--- src/rtl/crcfd_pkg.sv ---
`default_nettype none
package crcfd_pkg;

    localparam int MAX_PAYLOAD_DEF = 32;
    localparam int MAX_FRAME_DEF   = 41;

    localparam int HDR_BYTES = 7;
    localparam int CRC_BYTES = 2;

    // header byte positions
    localparam int POS_VER    = 2;
    localparam int POS_TYPE   = 3;
    localparam int POS_LEN    = 4;
    localparam int POS_SEQ_LO = 5;
    localparam int POS_SEQ_HI = 6;

    localparam int BYTE_BITS = 8;
    localparam int STEP_W    = $clog2(BYTE_BITS);
    localparam int CRC_W     = 16;

    localparam logic [CRC_W-1:0] CRC_INIT = 16'hFFFF;
    localparam logic [CRC_W-1:0] CRC_POLY = 16'h1021;

    localparam int CFG_IDX_W = 2;
    localparam logic [CFG_IDX_W-1:0] CFG_START_ONE = 2'd0;
    localparam logic [CFG_IDX_W-1:0] CFG_START_TWO = 2'd1;
    localparam logic [CFG_IDX_W-1:0] CFG_VERSION   = 2'd2;

    localparam logic [7:0] START_ONE_RST = 8'd165;
    localparam logic [7:0] START_TWO_RST = 8'd90;
    localparam logic [7:0] VERSION_RST   = 8'd1;

    // output word layout
    localparam int OUT_TYPE_LSB  = 0;
    localparam int OUT_LEN_LSB   = 8;
    localparam int OUT_SEQ_LSB   = 14;
    localparam int OUT_BYTE_LSB  = 30;
    localparam int OUT_INDEX_LSB = 38;
    localparam int OUT_USED_W    = 43;
    localparam int OUT_TDATA_W   = 48;

    typedef enum logic [1:0] {
        S_IDLE,
        S_CRC,
        S_RD,
        S_LOAD
    } t_state;

    typedef struct packed {
        logic       start;
        logic       seed;
        logic       clear;
        logic [7:0] data;
    } t_crc_cmd;

endpackage
`default_nettype wire

--- src/rtl/crcfd_ram.sv ---
`default_nettype none
module crcfd_ram #(
    parameter int WIDTH = 8,
    parameter int DEPTH = 64
) (
    input  logic                     i_clk,
    input  logic                     i_we,
    input  logic [$clog2(DEPTH)-1:0] i_waddr,
    input  logic [WIDTH-1:0]         i_wdata,
    input  logic [$clog2(DEPTH)-1:0] i_raddr,
    output logic [WIDTH-1:0]         o_rdata
);

    logic [WIDTH-1:0] r_mem [DEPTH];
    logic [WIDTH-1:0] r_rdata;

    always_ff @(posedge i_clk) begin
        if (i_we) begin
            r_mem[i_waddr] <= i_wdata;
        end
        r_rdata <= r_mem[i_raddr];
    end

    assign o_rdata = r_rdata;

endmodule
`default_nettype wire

--- src/rtl/crcfd_crc.sv ---
`default_nettype none
module crcfd_crc (
    input  logic                         i_clk,
    input  logic                         i_rst_n,
    input  crcfd_pkg::t_crc_cmd          i_cmd,
    output logic [crcfd_pkg::CRC_W-1:0]  o_crc,
    output logic                         o_busy
);
    import crcfd_pkg::*;

    logic [CRC_W-1:0]  r_crc, n_crc;
    logic              r_busy, n_busy;
    logic [STEP_W-1:0] r_step, n_step;

    always_comb begin
        n_crc  = r_crc;
        n_busy = r_busy;
        n_step = r_step;
        if (i_cmd.clear) begin
            n_crc  = CRC_INIT;
            n_busy = 1'b0;
        end else if (i_cmd.start) begin
            n_crc  = (i_cmd.seed ? CRC_INIT : r_crc) ^ {i_cmd.data, 8'h00};
            n_busy = 1'b1;
            n_step = '0;
        end else if (r_busy) begin
            // one bit of the byte per cycle
            n_crc  = r_crc[CRC_W-1] ? ({r_crc[CRC_W-2:0], 1'b0} ^ CRC_POLY)
                                    : {r_crc[CRC_W-2:0], 1'b0};
            n_step = r_step + STEP_W'(1);
            if (r_step == STEP_W'(BYTE_BITS - 1)) begin
                n_busy = 1'b0;
            end
        end
    end

    always_ff @(posedge i_clk) begin
        if (!i_rst_n) begin
            r_crc  <= CRC_INIT;
            r_busy <= 1'b0;
            r_step <= '0;
        end else begin
            r_crc  <= n_crc;
            r_busy <= n_busy;
            r_step <= n_step;
        end
    end

    assign o_crc  = r_crc;
    assign o_busy = r_busy;

endmodule
`default_nettype wire

--- src/rtl/crc16_framed_packet_deframer.sv ---
// Byte-stream frame parser: takes one received byte per input word, hunts for
// start one/start two/version/type/length/sequence(LE)/payload/CRC(LE) frames
// and checks a CRC-16/CCITT-FALSE over every byte before the CRC. A byte that
// enters the CRC is accepted and shifted bit by bit through the bit-serial CRC
// shift register before the parser returns to idle; a dropped byte or a CRC
// byte does not wait on it. After the final CRC byte of a good frame the payload
// is read back from the frame buffer and sent as one output word per byte (one
// header-only word for an empty payload), tlast on the final one: each word is
// read through the buffer's registered read port, then loaded once the output
// register is free, while s_axis_tready is low. The output register holds a
// finished word while the next byte is taken. No clearing pass after reset.
`default_nettype none
module crc16_framed_packet_deframer #(
    parameter int MAX_PAYLOAD = crcfd_pkg::MAX_PAYLOAD_DEF,
    parameter int MAX_FRAME   = crcfd_pkg::MAX_FRAME_DEF
) (
    input  logic                                i_clk,
    input  logic                                i_rst_n,
    input  logic                                i_cfg_we,
    input  logic [crcfd_pkg::CFG_IDX_W-1:0]     i_cfg_addr,
    input  logic [7:0]                          i_cfg_wdata,
    input  logic                                s_axis_tvalid,
    output logic                                s_axis_tready,
    input  logic [7:0]                          s_axis_tdata,   // rx_byte
    output logic                                m_axis_tvalid,
    input  logic                                m_axis_tready,
    // msg_kind[7:0], pay_len[13:8], sequence_number[29:14],
    // payload_byte[37:30], byte_index[42:38], zero pad[47:43]
    output logic [crcfd_pkg::OUT_TDATA_W-1:0]   m_axis_tdata,
    output logic [0:0]                          m_axis_tuser,   // payload_valid
    output logic                                m_axis_tlast    // last_of_frame
);
    import crcfd_pkg::*;

    localparam int FL_MAX = (MAX_FRAME > MAX_PAYLOAD + HDR_BYTES + CRC_BYTES) ?
                            MAX_FRAME : MAX_PAYLOAD + HDR_BYTES + CRC_BYTES;
    localparam int CW = $clog2(FL_MAX + 1);
    localparam int AW = $clog2(MAX_FRAME);
    localparam int IW = $clog2(MAX_PAYLOAD + 1);

    t_state r_state, n_state;

    logic [7:0]    r_sb1, r_sb2, r_ver;
    logic [CW-1:0] r_cnt, n_cnt;
    logic [CW-1:0] r_flen, n_flen;
    logic [IW-1:0] r_idx, n_idx;
    logic [7:0]    r_prev;
    logic [7:0]    r_type;
    logic [IW-1:0] r_plen;
    logic [15:0]   r_seq;

    logic                   r_ovalid;
    logic [OUT_TDATA_W-1:0] r_odata;
    logic                   r_ouser;
    logic                   r_olast;

    logic [7:0]       rx;
    logic             in_acc;
    logic             out_free;
    logic             load_out;
    logic             ram_we;
    logic [7:0]       ram_rdata;
    logic [AW-1:0]    ram_raddr;
    t_crc_cmd         crc_cmd;
    logic [CRC_W-1:0] crc_val;
    logic             crc_busy;

    logic          d_restart, d_store, d_feed, d_emit, d_keep;
    logic [CW-1:0] cnt_inc, flen_nx;
    logic          e_last;
    logic [7:0]    e_byte;
    logic [4:0]    e_index;

    assign rx       = s_axis_tdata;
    assign in_acc   = s_axis_tvalid && s_axis_tready;
    assign out_free = !r_ovalid || m_axis_tready;
    assign d_keep   = (rx == r_sb1);
    assign cnt_inc  = r_cnt + CW'(1);

    // per-byte decision
    always_comb begin
        d_restart = 1'b0;
        d_store   = 1'b0;
        d_feed    = 1'b0;
        d_emit    = 1'b0;
        flen_nx   = r_flen;
        if (r_cnt == '0) begin
            d_restart = 1'b1;
        end else if (r_cnt == CW'(1)) begin
            if (rx != r_sb2) begin
                d_restart = 1'b1;
            end else begin
                d_store = 1'b1;
                d_feed  = 1'b1;
            end
        end else if (r_cnt >= CW'(MAX_FRAME)) begin
            d_restart = 1'b1;
        end else begin
            d_store = 1'b1;
            d_feed  = (r_flen == '0) || (r_cnt < r_flen - CW'(CRC_BYTES));
            if (r_cnt == CW'(POS_VER) && rx != r_ver) begin
                d_restart = 1'b1;
            end else if (r_cnt == CW'(POS_LEN) && rx > 8'(MAX_PAYLOAD)) begin
                d_restart = 1'b1;
            end else begin
                if (r_cnt == CW'(POS_LEN)) begin
                    flen_nx = CW'(HDR_BYTES + CRC_BYTES) + CW'(rx);
                end
                if (flen_nx != '0 && cnt_inc >= flen_nx) begin
                    if (cnt_inc != flen_nx) begin
                        d_restart = 1'b1;
                    end else if ({rx, r_prev} != crc_val) begin
                        d_restart = 1'b1;
                    end else begin
                        d_emit = 1'b1;
                    end
                end
            end
        end
    end

    assign e_last    = (r_plen == '0) || (IW'(r_idx + IW'(1)) == r_plen);
    assign e_byte    = (r_plen == '0) ? 8'd0 : ram_rdata;
    assign e_index   = (r_plen == '0) ? 5'd0 : 5'(r_idx);
    assign ram_raddr = AW'(HDR_BYTES) + AW'(r_idx);

    // next state
    always_comb begin
        n_state = r_state;
        case (r_state)
            S_IDLE: begin
                if (in_acc) begin
                    if (d_emit) begin
                        n_state = S_RD;
                    end else if (crc_cmd.start) begin
                        n_state = S_CRC;
                    end
                end
            end
            S_CRC: begin
                if (!crc_busy) begin
                    n_state = S_IDLE;
                end
            end
            S_RD: begin
                n_state = S_LOAD;
            end
            S_LOAD: begin
                if (out_free) begin
                    n_state = e_last ? S_IDLE : S_RD;
                end
            end
            default: begin
                n_state = S_IDLE;
            end
        endcase
    end

    // outputs and datapath controls
    always_comb begin
        s_axis_tready = 1'b0;
        ram_we        = 1'b0;
        load_out      = 1'b0;
        crc_cmd       = '0;
        crc_cmd.data  = rx;
        n_cnt         = r_cnt;
        n_flen        = r_flen;
        n_idx         = r_idx;
        case (r_state)
            S_IDLE: begin
                s_axis_tready = 1'b1;
                if (in_acc) begin
                    ram_we = d_store;
                    if (d_emit) begin
                        crc_cmd.clear = 1'b1;
                        n_cnt         = '0;
                        n_flen        = '0;
                        n_idx         = '0;
                    end else if (d_restart) begin
                        crc_cmd.start = d_keep;
                        crc_cmd.seed  = 1'b1;
                        crc_cmd.clear = !d_keep;
                        n_cnt         = d_keep ? CW'(1) : '0;
                        n_flen        = '0;
                    end else begin
                        crc_cmd.start = d_feed;
                        n_cnt         = cnt_inc;
                        n_flen        = flen_nx;
                    end
                end
            end
            S_LOAD: begin
                load_out = out_free;
                if (out_free && !e_last) begin
                    n_idx = r_idx + IW'(1);
                end
            end
            default: begin
            end
        endcase
    end

    always_ff @(posedge i_clk) begin
        if (!i_rst_n) begin
            r_state  <= S_IDLE;
            r_cnt    <= '0;
            r_flen   <= '0;
            r_idx    <= '0;
            r_ovalid <= 1'b0;
            r_sb1    <= START_ONE_RST;
            r_sb2    <= START_TWO_RST;
            r_ver    <= VERSION_RST;
        end else begin
            r_state <= n_state;
            r_cnt   <= n_cnt;
            r_flen  <= n_flen;
            r_idx   <= n_idx;
            if (load_out) begin
                r_ovalid <= 1'b1;
            end else if (m_axis_tready) begin
                r_ovalid <= 1'b0;
            end
            if (i_cfg_we) begin
                case (i_cfg_addr)
                    CFG_START_ONE: r_sb1 <= i_cfg_wdata;
                    CFG_START_TWO: r_sb2 <= i_cfg_wdata;
                    CFG_VERSION:   r_ver <= i_cfg_wdata;
                    default: begin
                    end
                endcase
            end
        end
    end

    always_ff @(posedge i_clk) begin
        if (in_acc && d_store) begin
            r_prev <= rx;
            if (r_cnt == CW'(POS_TYPE)) begin
                r_type <= rx;
            end
            if (r_cnt == CW'(POS_LEN)) begin
                r_plen <= IW'(rx);
            end
            if (r_cnt == CW'(POS_SEQ_LO)) begin
                r_seq[7:0] <= rx;
            end
            if (r_cnt == CW'(POS_SEQ_HI)) begin
                r_seq[15:8] <= rx;
            end
        end
        if (load_out) begin
            r_odata <= {(OUT_TDATA_W - OUT_USED_W)'(0), e_index, e_byte, r_seq,
                        6'(r_plen), r_type};
            r_ouser <= (r_plen != '0);
            r_olast <= e_last;
        end
    end

    crcfd_crc u_crc (
        .i_clk   (i_clk),
        .i_rst_n (i_rst_n),
        .i_cmd   (crc_cmd),
        .o_crc   (crc_val),
        .o_busy  (crc_busy)
    );

    crcfd_ram #(
        .WIDTH (8),
        .DEPTH (MAX_FRAME)
    ) u_buf (
        .i_clk   (i_clk),
        .i_we    (ram_we),
        .i_waddr (AW'(r_cnt)),
        .i_wdata (rx),
        .i_raddr (ram_raddr),
        .o_rdata (ram_rdata)
    );

    assign m_axis_tvalid = r_ovalid;
    assign m_axis_tdata  = r_odata;
    assign m_axis_tuser  = r_ouser;
    assign m_axis_tlast  = r_olast;

endmodule
`default_nettype wire

--- config.mk ---
export PLATFORM = sky130hd
export DESIGN_NAME = crc16_framed_packet_deframer
export DESIGN_NICKNAME = d
export VERILOG_FILES = /design/src/rtl/crcfd_pkg.sv /design/src/rtl/crcfd_ram.sv /design/src/rtl/crcfd_crc.sv /design/src/rtl/crc16_framed_packet_deframer.sv
export SDC_FILE = /design/constraint.sdc
export NUM_CORES = 1
export LEC_CHECK = 0
export BUFFER_PORTS_ARGS = -buffer_cell sky130_fd_sc_hd__buf_2
export CORE_ASPECT_RATIO = 1.5
export CORE_UTILIZATION = 57
export DETAILED_ROUTE_END_ITERATION = 8
export PLACE_DENSITY_LB_ADDON = 0.3
export REMOVE_ABC_BUFFERS = 1
export SLEW_MARGIN = 20
export SYNTH_ARGS = -nofsm -noshare
export SYNTH_HDL_FRONTEND = slang
export SYNTH_SLANG_ARGS = --single-unit
--- constraint.sdc ---
create_clock -name i_clk -period 4.8 [get_ports i_clk]
set_clock_uncertainty 0.1 [all_clocks]
set_input_delay 0.48 -clock i_clk [delete_from_list [all_inputs] [get_ports i_clk]]
set_output_delay 0.48 -clock i_clk [all_outputs]
set_load 0.02 [all_outputs]
* Word level (Yosys, flattened, before mapping) *
Memories as Yosys holds them, arrays and structs flattened. A register that Yosys moved wholly into a read port is not among the register bits.
Cells that the tools add are included.

word-level totals
  flip-flop bits (word level) = 148
  bits in writable memories = 328
  bits of input ports = 23
  memories = 1

operators by class
  add/subtract/negate cells = 6
  magnitude comparators = 4
  eq/ne operators = 29
  mux-type cells = 74
  bitwise operators = 4
  reductions and logical operators = 35

memories
  name         depth  width  rd ports  clocked after Yosys merged registers in  wr ports  RTL line         text
  u_buf.r_mem  41     8      1         1                                        1         crcfd_ram.sv:14  logic [WIDTH-1:0] r_mem [DEPTH];

operator list
  kind                 number
  $mux 6               18
  $mux 16              3
  $mux 1               38
  $eq 6x3->1 const B   3
  $logic_not 6->1      3
  $ne 3x3->1 const B   6
  $reduce_and 2->1     9
  $mux 2               8
  $ne 16x16->1         1
  $ne 8x8->1           2
  $xor 16x16->16       1
  $mux 13              1
  $add 6x1->6 const B  2
  $eq 6x2->1 const B   2
  $mux 3               4
  $pmux 6 s2           1
  $reduce_bool 6->1    2
  $ne 2x2->1 const B   5
  $eq 8x8->1           1
  $gt 8x6->1 const B   1
  $pmux 2 s4           1
  $reduce_and 4->1     2
  $reduce_and 7->1     1
  $add 3x6->6 const A  1
  20 further kinds     36

* Depth between registers and ports, before layout *
  word-level depth = 23
  gate-level depth with buffers = 19

* Cells and area by module *
A second synthesis with hierarchy kept.

second synthesis, totals
  cell total of the unflattened synthesis = 1,344
  area, all modules = 20,578.5 µm²

modules (own cells, without submodules)
  module                        times used  cells each  area an instance (µm²)  seq. area each (µm²)
  crcfd_ram                     1           722         13,429.1                10,009.6
  crc16_framed_packet_deframer  1           514         6,184.7                 3,393.3
  crcfd_crc                     1           108         964.7                   400.4

* Worst setup path before layout *
OpenSTA, ideal clock, no wires.

  path type = register to register
  from = register r_idx[0]
  to = register u_buf.r_rdata[3] (netlist: u_buf.o_rdata[3]) (read register of u_buf.r_mem)
  setup time = 0.133 ns
  arrival = 3.716 ns
  required time = 4.567 ns
  slack = 0.852 ns
  stages on the path, launching flop included = 12
  path buffers = 5
  period minus slack after synthesis = 3.948 ns
  path through = dfxtp_1 clkbuf_1 buf_2 buf_2 clkbuf_1 inv_1 ha_1 xnor2_1 clkbuf_1 mux4_2 mux2i_1 a21oi_1

between the ends
  cells in the longest elaborated chain, start to end = 1

ends and longest elaborated chain
  what                    RTL line                             text
  from (decl)             crc16_framed_packet_deframer.sv:46   logic [IW-1:0] r_idx, n_idx;
  from (signal assigned)  crc16_framed_packet_deframer.sv:217  r_idx <= n_idx;
  $add 3x6->6             crc16_framed_packet_deframer.sv:125  assign ram_raddr = AW'(HDR_BYTES) + AW'(r_idx);
  to (decl)               crcfd_ram.sv:15                      logic [WIDTH-1:0] r_rdata;

No other way between the ends.
A chain may end at the register's enable or synchronous reset.

* Worst setup path after layout *
  from = register r_cnt[1]
  to = register u_crc.r_crc[5] (netlist: u_crc.o_crc[5])

between the ends
  cells in the longest elaborated chain, start to end = 22

ends and longest elaborated chain
  what                                      RTL line                                                                  text
  from (decl)                               crc16_framed_packet_deframer.sv:44                                        logic [CW-1:0] r_cnt, n_cnt;
  from (signal assigned)                    crc16_framed_packet_deframer.sv:215                                       r_cnt <= n_cnt;
  $eq 6x3->1                                crc16_framed_packet_deframer.sv:103, crc16_framed_packet_deframer.sv:106
  $mux 6                                    crc16_framed_packet_deframer.sv:106                                       if (r_cnt == CW'(POS_LEN)) begin
  $mux 6                                    crc16_framed_packet_deframer.sv:103                                       end else if (r_cnt == CW'(POS_LEN) && rx > 8'(MAX_PAYLOAD)) begin
  $mux 6                                    crc16_framed_packet_deframer.sv:101                                       if (r_cnt == CW'(POS_VER) && rx != r_ver) begin
  $mux 6                                    crc16_framed_packet_deframer.sv:96                                        end else if (r_cnt >= CW'(MAX_FRAME)) begin
  $mux 6                                    crc16_framed_packet_deframer.sv:89                                        end else if (r_cnt == CW'(1)) begin
  $mux 6                                    crc16_framed_packet_deframer.sv:87                                        if (r_cnt == '0) begin
  $ge 6x6->1, or another cell as far along  crc16_framed_packet_deframer.sv:109                                       if (flen_nx != '0 && cnt_inc >= flen_nx) begin
  [... 6 more ...]                          --
  $mux 1                                    crc16_framed_packet_deframer.sv:87
  $mux 2                                    crc16_framed_packet_deframer.sv:179                                       end else if (d_restart) begin
  $mux 2                                    crc16_framed_packet_deframer.sv:174                                       if (d_emit) begin
  $mux 3 *                                  crc16_framed_packet_deframer.sv:172                                       if (in_acc) begin
  $mux 3 *                                  crc16_framed_packet_deframer.sv:169                                       case (r_state)
  $mux 16                                   crcfd_crc.sv:23                                                           n_crc = (i_cmd.seed ? CRC_INIT : r_crc) ^ {i_cmd.data, 8'h00};
  $xor 16x16->16                            crcfd_crc.sv:23
  $mux 16                                   crcfd_crc.sv:22                                                           end else if (i_cmd.start) begin
  to (signal assigned)                      crcfd_crc.sv:43                                                           r_crc <= n_crc;
  to (decl)                                 crcfd_crc.sv:11                                                           logic [CRC_W-1:0] r_crc, n_crc;

Every way passes the cells marked *; elsewhere a longest branch is shown, timed or not. The select of a mux whose other input is x is not followed.

==> run_results.csv <==
group,metric,value,unit
floorplan,floorplan.initialDensity,58.1,%
worst_setup_path,timing.rr.start,"r_cnt[1]",
grt,overflow,0,
yosys,netlist_area,0.0199,mm^2
worst_setup_path,crit_buf_inv,1,
timing,hold_violations,0,
yosys,synth.top_cell.area_share,62.0,%
worst_setup_path,cp-startpoint,"r_cnt[1]",
yosys,ys_ff_latch,484,
grt,grt_antenna_before_repair,0,
yosys,ys_types,76,
timing,fmax,0.225,GHz
cts,clock-root-buffer,"clkbuf_16",
hold_path,hp-class,"in -> reg",
power,power.density,371,mW/mm^2
floorplan,die_area,0.0357,mm^2
yosys,avgSynthCellArea,16.6,um^2
worst_setup_path,cp_common_cell,"ha_1",
drt,drc_errors,0,
yosys,yosysWarnings,0,
worst_setup_path,cp_slowest_stage_delay,520,ps
placement,place_ws,217,ps
power,leakage,7.37,nW
worst_setup_path,cp-start-kind,"flop",
power,total_power,8.28,mW
cts,worstSkewPairLatency,570,ps
timing,rsz0062_at_grt,"false",
grt,grt_pass1_vias,11000,
timing,setup_viol,0,
drt,wl_per_cell,25.1,um
power,peakVddDrop,284,uV
yosys,seq_area_frac_synth,69.3,%
drt,first_pass_iters,5,
yosys,synthTopCellsByArea,"edfxtp_1 62%, mux4_2 11%, dfxtp_1 7.3%, xor2_1 2.1%, mux2i_1 1.8%",
worst_setup_path,reg2reg_to,"u_crc.o_crc[5]",
worst_setup_path,arrival,4790,ps
cts,cts_setup_buffers,0,
layout,fin_cells,1756,
layout,mostFrequentLayoutCell,"edfxtp_1",
yosys,synth_edf_count,411,
yosys,yosysTopAreaCell,"edfxtp_1",
yosys,ys_async_sr_fraction,0,%
placement,dp_hpwl,29100,um
timing,whs,72.6,ps
floorplan,io_pins,75,
drt,vias,10900,
flow_run,max_cap_violations,0,
timing,worst_pin_slew,1040,ps
placement,dp.cells,1677,
timing,period_share,92.5,%
drt,dr.first_iter.drc_count,870,
timing,post-route-worst-setup-slack,359,ps
worst_setup_path,crit_family,"simple AND/OR/NAND/NOR gates",
worst_setup_path,rr_worst_depth,15,
timing,maxSlewHeadroom,30.2,%
layout,drive_gt1_share,23.4,%
cts,cts_num_sinks,484,
timing,finalCriticalPeriod,4440,ps
outcome,status,"complete, no violations",
worst_setup_path,worst_setup_path_end_kind,"flop",
worst_setup_path,cp_max_fo,13,
cts,hold_buffers,0,
cts,clock_path_buffers,3,
timing,drv_slew,0,
floorplan,die_h,231,um
cts,htree_levels,2,
layout,area_delta_synth_final,12.2,%
floorplan,core,0.0343,mm^2
drt,totalWireLength,44100,um
hold_path,min-delay-start,"i_cfg_wdata[4]",
grt,grt_use_total,25.6,%
layout,layout_common_cells,"411 x edfxtp_1, 96 x mux4_2, 89 x nor2_1, 72 x dfxtp_1, 69 x buf_2",
worst_setup_path,cp-endpoint,"u_crc.o_crc[5]",
cts,clkTransAtPathRegs,70,ps
worst_setup_path,cp.depth,15,
floorplan,rows,83,
floorplan,die_width,155,um
grt,grt_pass1_wl,66700,um
grt,grt_max_degree,46,
placement,place.port_buffers,69,
cts,post_cts_resized,0,
worst_setup_path,reg2reg_slack,360,ps
layout,layout.nets,1341,
placement,gp_congestion,0.912,
worst_setup_path,crit_type,"reg -> reg",
yosys,synth-main-ff-cell,"edfxtp_1",
drt,antenna_left,0,
timing,setup_tns,0,ps
cts,cts_tree,"yes",
worst_setup_path,crit_slowest_cell,"dfxtp_1",
drt,vias_per_cell,6.19,
worst_setup_path,cp.required,5150,ps
worst_setup_path,crit_chain,"inv_1 -> ha_1 -> and2_1 -> nand2_1 -> a21oi_1 -> ha_1 -> nand4_1 -> nor4_1 -> nor4b_1 -> nor4b_2 -> o22a_1 -> o211a_1 -> o31a_2 -> nor2_4 -> a221o_1",
yosys,syn_inst,1199,
layout,antenna_cells,0,
cts,numCtsBuffers,43,
-- layout make-up --
class / instances / area (um^2)
flip-flops and latches: 484 / 13800
fillers: 2377 / 11900
multi-input cells: 632 / 5770
clock buffers: 51 / 1110
repair buffers: 115 / 716
well taps: 425 / 532
clock inverters: 28 / 317
inverters: 21 / 78.8
-- cells in the mapped netlist (14+ instances only) --
library cell and count:
and2_1 23, mux4_2 96, xor2_1 47, nor4_1 15, ha_1 21, nand2_1 60
edfxtp_1 411, nor3_1 14, clkbuf_1 35, mux2i_1 36, inv_1 20, nand3_1 20
dfxtp_1 73, a21oi_1 31, nor2_1 90, xnor2_1 19
-- stage by stage --
stage / util, % / area (um^2)
2_1_floorplan: - / 19600
3_3_place_gp: 60.9 / 20900
3_5_place_dp: 61.0 / 20900
4_1_cts: 65.1 / 22300
5_1_grt: 65.2 / 22300
6_report: 65.2 / 22300
-- registers in the layout (all words and copies together) (netlist names), 2 cells and up --
name	cells
m_axis_tdata	43
r_cnt	6
r_flen	6
r_idx	6
r_plen	6
r_prev	8
r_sb1	8
r_sb2	8
r_seq	16
r_state	2
r_type	8
r_ver	8
u_buf.o_rdata	8
u_buf.r_mem	328
u_crc.o_crc	16
u_crc.r_step	3
-- worst register-to-register path, delay by kind of cell, from the launching register on --
family / cells / cell delay (ps)
compound gates: 5 / 1350
fa+ha+maj: 2 / 600
buf+inv: 1 / 160
simple gates: 7 / 1620
flops: 1 / 520
-- logic make-up (layout without fill, tap and decap cells) --
kind of cell / Yosys count / in the layout / share of synthesized area [%]
DFF: 484 / 484 / 69.3
and+or+nand+nor: 283 / 283 / 7.22
muxes: 132 / 132 / 12.7
AOI/OAI and AO/OA: 125 / 125 / 4.58
buffers and inverters: 87 / 215 / 1.94
xor gates and xnor gates: 66 / 66 / 2.90
adders and majority gates: 21 / 21 / 1.32
other: 1 / 5 / 0.0188
-- report_power, final --
part	total (mW)	switching (mW)	leakage (nW)	internal [mW]
clock	3.46	1.52	0.686	1.94
combinational	0.244	0.176	2.40	0.0679
sequential	4.58	0.0137	4.28	4.56
total	8.28	1.71	7.37	6.57
-- metal layers --
layer	vias up	global-route usage, %	wire [um]
li1	4859	-	-
met1	5574	31.1	16900
met2	333	45.1	23300
met3	100	3.57	1960
met4	0	12.0	1940
met5	-	0	0
-- how the worst min path moves through the flow --
stage	end	slack [ps]	depth (start not counted)
after floorplan	m_axis_tdata[0]	300	0
after global placement	m_axis_tdata[6]	300	0
after detailed placement	m_axis_tdata[23]	300	0
after CTS	r_sb1[5]	50	3
after global routing	r_sb1[5]	70	3
final	r_sb2[4]	70	3
Note: power is estimated with default switching activity, not from simulation.
